## src/rtl/tcpq_pkg.sv

```systemverilog
package tcpq_pkg;

	localparam int CLASS_DEPTH = 16;
	localparam int ID_WIDTH    = 16;

	localparam int NUM_CLASSES = 3;

	localparam int FUNC_W   = 1;
	localparam int CLASS_W  = 2;
	localparam int PID_W    = 16;
	localparam int STATUS_W = 3;
	localparam int TOTAL_W  = 6;

	// stored id bits: the id field is kept to its low ID_WIDTH bits
	localparam int ID_W  = (ID_WIDTH < PID_W) ? ID_WIDTH : PID_W;
	localparam int CNT_W = $clog2(CLASS_DEPTH + 1);
	localparam int SUM_W = CNT_W + 2;

	localparam logic [FUNC_W-1:0] FN_ENQUEUE = 1'b0;
	localparam logic [FUNC_W-1:0] FN_SERVE   = 1'b1;

	localparam logic [CLASS_W-1:0] CLS_GENERAL = 2'd0;
	localparam logic [CLASS_W-1:0] CLS_SENIOR  = 2'd1;
	localparam logic [CLASS_W-1:0] CLS_VIP     = 2'd2;
	localparam logic [CLASS_W-1:0] CLS_INVALID = 2'd3;

	typedef enum logic [STATUS_W-1:0] {
		ST_ENQUEUED = 3'd0,
		ST_SERVED   = 3'd1,
		ST_EMPTY    = 3'd2,
		ST_INVALID  = 3'd3,
		ST_FULL     = 3'd4
	} status_t;

	typedef struct packed {
		logic enq;
		logic deq;
	} queue_ctl_t;

	typedef struct packed {
		logic [CNT_W-1:0] count;
		logic             full;
		logic             nonempty;
		logic [ID_W-1:0]  head_id;
	} queue_status_t;

endpackage

```

## src/rtl/tcpq_cell.sv

```systemverilog
module tcpq_cell import tcpq_pkg::*; (
	input  logic            clk,
	input  logic            arst_n,
	input  queue_ctl_t      ctl,
	input  logic            prev_valid,
	input  logic            next_valid,
	input  logic [ID_W-1:0] next_id,
	input  logic [ID_W-1:0] in_id,
	output logic            valid,
	output logic [ID_W-1:0] id
);

	logic            valid_q;
	logic [ID_W-1:0] id_q;

	// enqueue lands in the first empty cell; dequeue shifts toward the head
	always_ff @(posedge clk or negedge arst_n) begin
		if (!arst_n) begin
			valid_q <= 1'b0;
		end else if (ctl.deq) begin
			valid_q <= next_valid;
		end else if (ctl.enq && !valid_q && prev_valid) begin
			valid_q <= 1'b1;
		end
	end

	always_ff @(posedge clk) begin
		if (ctl.deq) begin
			id_q <= next_id;
		end else if (ctl.enq && !valid_q && prev_valid) begin
			id_q <= in_id;
		end
	end

	assign valid = valid_q;
	assign id    = id_q;

endmodule

```

## src/rtl/tcpq_class_fifo.sv

```systemverilog
module tcpq_class_fifo import tcpq_pkg::*; (
	input  logic            clk,
	input  logic            arst_n,
	input  queue_ctl_t      ctl,
	input  logic [ID_W-1:0] in_id,
	output queue_status_t   st
);

	logic [CLASS_DEPTH-1:0] cell_valid;
	logic [ID_W-1:0]        cell_id [CLASS_DEPTH];
	logic [CNT_W-1:0]       count_q;

	for (genvar i = 0; i < CLASS_DEPTH; i++) begin : g_cell
		logic            prev_valid;
		logic            next_valid;
		logic [ID_W-1:0] next_id;

		if (i == 0) begin : g_head
			assign prev_valid = 1'b1;
		end else begin : g_body
			assign prev_valid = cell_valid[i-1];
		end

		if (i == CLASS_DEPTH - 1) begin : g_tail
			assign next_valid = 1'b0;
			assign next_id    = '0;
		end else begin : g_link
			assign next_valid = cell_valid[i+1];
			assign next_id    = cell_id[i+1];
		end

		tcpq_cell u_cell (
			.clk        (clk),
			.arst_n     (arst_n),
			.ctl        (ctl),
			.prev_valid (prev_valid),
			.next_valid (next_valid),
			.next_id    (next_id),
			.in_id      (in_id),
			.valid      (cell_valid[i]),
			.id         (cell_id[i])
		);
	end

	always_ff @(posedge clk or negedge arst_n) begin
		if (!arst_n) begin
			count_q <= '0;
		end else if (ctl.enq) begin
			count_q <= count_q + CNT_W'(1);
		end else if (ctl.deq) begin
			count_q <= count_q - CNT_W'(1);
		end
	end

	assign st.count    = count_q;
	assign st.full     = (count_q == CNT_W'(CLASS_DEPTH));
	assign st.nonempty = cell_valid[0];
	assign st.head_id  = cell_id[0];

endmodule

```

## config.mk

```make
export PLATFORM = sky130hd
export DESIGN_NAME = tcpq_class_fifo
export DESIGN_NICKNAME = d
export VERILOG_FILES = /design/src/rtl/tcpq_pkg.sv /design/src/rtl/tcpq_cell.sv /design/src/rtl/tcpq_class_fifo.sv
export SDC_FILE = /design/constraint.sdc
export NUM_CORES = 1
export LEC_CHECK = 0
export ABC_AREA = 0
export BUFFER_PORTS_ARGS = -buffer_cell sky130_fd_sc_hd__buf_2
export CAP_MARGIN = 20
export CORE_MARGIN = 5
export CORE_UTILIZATION = 50
export CTS_CLUSTER_SIZE = 8
export DETAILED_ROUTE_END_ITERATION = 16
export GPL_ROUTABILITY_DRIVEN = 0
export GPL_TIMING_DRIVEN = 0
export PLACE_DENSITY = 0.74
export SLEW_MARGIN = 20
export SYNTH_ARGS = -nofsm -noshare
export SYNTH_HDL_FRONTEND = slang
export SYNTH_SLANG_ARGS = --single-unit
```

## constraint.sdc

```tcl
create_clock -name clk -period 6.6 [get_ports clk]
set_clock_uncertainty 0.1 [all_clocks]
set_input_delay 1.98 -clock clk [delete_from_list [all_inputs] [get_ports clk]]
set_output_delay 1.98 -clock clk [all_outputs]
set_load 0.02 [all_outputs]
```

==> run summary <==
# diodes - 0
Number of synthesized flops with an enable pin - 240
Pleak - 0.00572 uW
Cell count after synthesis - 956
Worst R2R End - g_cell[4].u_cell.id[7]$_DFFE_PP_
Num Clock Sinks - 277
Worst-path clk slew - 50 ps
Clock root buffer master - clkbuf_16
Commonest non-fill, non-tap cell in the layout - nand2_1
Number of global-route vias before repair - 6777
Antenna viol nets, final - 0
Final setup vio count - 0
Cell taking the most area after synthesis - edfxtp_1
Tot Pwr - 4550 uW
Synth top area share - 0.646
CTS H-tree depth - 2
Synthesized area - 11200 um^2
Part of the Yosys area used for sequential elements - 0.722
CP Capture Type - output pin
Pins Over Slew Limit - 0
Die width - 159 um
Worst Setup Start Kind - register
Syn Area/Cell - 11.7 um^2
RSZ-0062 raised after global routing - no
Slew headroom - 0.397
Arr. time, crit path - 1610 ps
I/O Buffers - 42
Layout area overhead - 16.6%
DR WL/cell - 15.9 um
Final Util - 0.594
Post-DP HPWL - 15000 um
Asr flop ratio synth - 0.0758
Worst setup path end - st[17]
Maximum VDD drop - 0.000203 V
Crit share post-route - 0.559
Gr ovfl total - 0
Worst Reg-to-Reg Cells - 2
Vias - 6868
Die Y - 159 um
Global-route wire length before repair - 35100 um
Worst Tran Pin Value - 905 ps
Max Fclk - 0.271 GHz
Worst R2R Start - g_cell[3].u_cell.valid$_DFFE_PN0P_
Post-CTS Resized - 0
Site Rows - 54
Pwr Density - 350 nW/um^2
Max Cap Viol - 0
DRC - 0
Layout Nets - 1071
R2r setup slk - 4800 ps
All-layer global routing usage - 0.168
Final hold violations - 0
Pre-antenna DRT Iters - 6
CTS tree - yes
HP Class - register to register
Commonest cells after routing, fill and taps aside - nand2_1, edfxtp_1, buf_2, clkbuf_16, clkbuf_1
IO Pins - 43
Synth Register Bits - 277
Status - finished, final reports clean
Crit. Startpoint - count_q[0]$_DFFE_PN0P_
Tmin final - 3690 ps
# fillers - 1679
Critical path class - register to output pin
Mapped Nets - 980
Largest net degree at the start of global routing - 22
Initial antenna violation count - 0
Hold_buf cts - 0
Synth top area cells - edfxtp_1, nand2_1, dfrtp_1
Synthesis warning total - 0
Main synth FF type - edfxtp_1
Via density - 5.08
Maximum buffer depth of the clock tree - 3
Core outline area - 21900 um^2
Placed Cells - 1285
Die ar. - 25400 um^2
Clk Latency, worst-skew pair - 510 ps
Drt total wl - 21500 um
Yosys cell types - 39
CTS Buf Count - 40
Postcts setup bufs - 0
Share of layout cells above drive strength 1 - 0.167
Data required, critical path - 4520 ps
Fin cells - 1351
Initial core utilization - 0.509
Initial DRC Count - 441
Setup TNS - 0 ps
Worst Path Max Fanout - 5
[layout make-up]
class	count	area (um^2)	area share
Sequential cell	277	8050	0.619
Tap cell	280	350	0.0269
Timing Repair Buffer	49	289	0.0222
Clock buffer	64	1130	0.0872
Multi-Input combinational cell	609	2790	0.215
Buffer	55	305	0.0235
Inverter	15	58.8	0.00452
Clock inverter	2	21.3	0.00164
[critical path: stages (launching register included)]
cell and delay [ps]:
dfrtp_1 440, nor4_1 340, and2_1 160, buf_2 150
[flip-flops by register name, summed over array words and instances, names as in the netlist]
register and cells:
g_cell.u_cell.id 256, g_cell.u_cell.valid 16, count_q 5
[stage by stage]
step           area, um^2  setup WS (ps)  hold slack, ps
3_3_place_gp        11700           1830             342
3_5_place_dp        11800           2740             354
5_1_grt             13000           2800             384
2_1_floorplan       11200           2570             337
6_report            13000           2910             360
4_1_cts             13000           2880             361
[power by group]
group | internal [uW] | switching (uW) | leakage [uW]
logic | 167 | 305 | 0.00240
clock network | 1160 | 682 | 0.000554
registers | 2150 | 87.2 | 0.00276
[worst min-delay path by stage]
stage                                                 end                             startpoint  slack (ps)  cells after the start
finish              g_cell[15].u_cell.id[14]$_SDFFE_PP0P_  g_cell[15].u_cell.id[14]$_SDFFE_PP0P_         360                      2
global route         g_cell[15].u_cell.id[4]$_SDFFE_PP0P_   g_cell[15].u_cell.id[4]$_SDFFE_PP0P_         380                      2
CTS                 g_cell[15].u_cell.id[14]$_SDFFE_PP0P_  g_cell[15].u_cell.id[14]$_SDFFE_PP0P_         360                      2
global placement    g_cell[15].u_cell.id[14]$_SDFFE_PP0P_  g_cell[15].u_cell.id[14]$_SDFFE_PP0P_         340                      2
detailed placement   g_cell[15].u_cell.id[4]$_SDFFE_PP0P_   g_cell[15].u_cell.id[4]$_SDFFE_PP0P_         350                      2
floorplan            g_cell[15].u_cell.id[0]$_SDFFE_PP0P_   g_cell[15].u_cell.id[0]$_SDFFE_PP0P_         340                      2
[cells by family (layout without fill, tap and decap cells)]
| kind of cell | after synthesis | after routing | share of synthesized area |
|---|---|---|---|
| simple gates | 549 | 549 | 0.192 |
| mux | 2 | 2 | 0.00191 |
| buf+inv | 70 | 185 | 0.0326 |
| xor+xnor | 2 | 2 | 0.00157 |
| flops | 277 | 277 | 0.722 |
| fa+ha+maj | 4 | 4 | 0.00516 |
| compound gates | 52 | 52 | 0.0448 |
[cell usage after synthesis (all sizes together), types with 2 or more instances]
| library cell | number |
|---|---|
| nand2 | 532 |
| edfxtp | 240 |
| buf | 50 |
| dfrtp | 21 |
| a21oi | 19 |
| dfxtp | 16 |
| inv | 15 |
| a2bb2oi | 12 |
| o31ai | 11 |
| clkbuf | 5 |
| o21ai | 5 |
| ha | 3 |
| nand2b | 3 |
| nand3 | 3 |
| o22a | 3 |
| nor2 | 2 |
| nor2b | 2 |
| xnor2 | 2 |
[per-layer routing]
layer / track usage / routed length (um)
met1: 0.215 / 9040
met2: 0.293 / 11000
met3: 0.0342 / 1050
met4: 0.0492 / 398
met5: 0 / 0
Note: power is estimated with default switching activity, not from simulation.
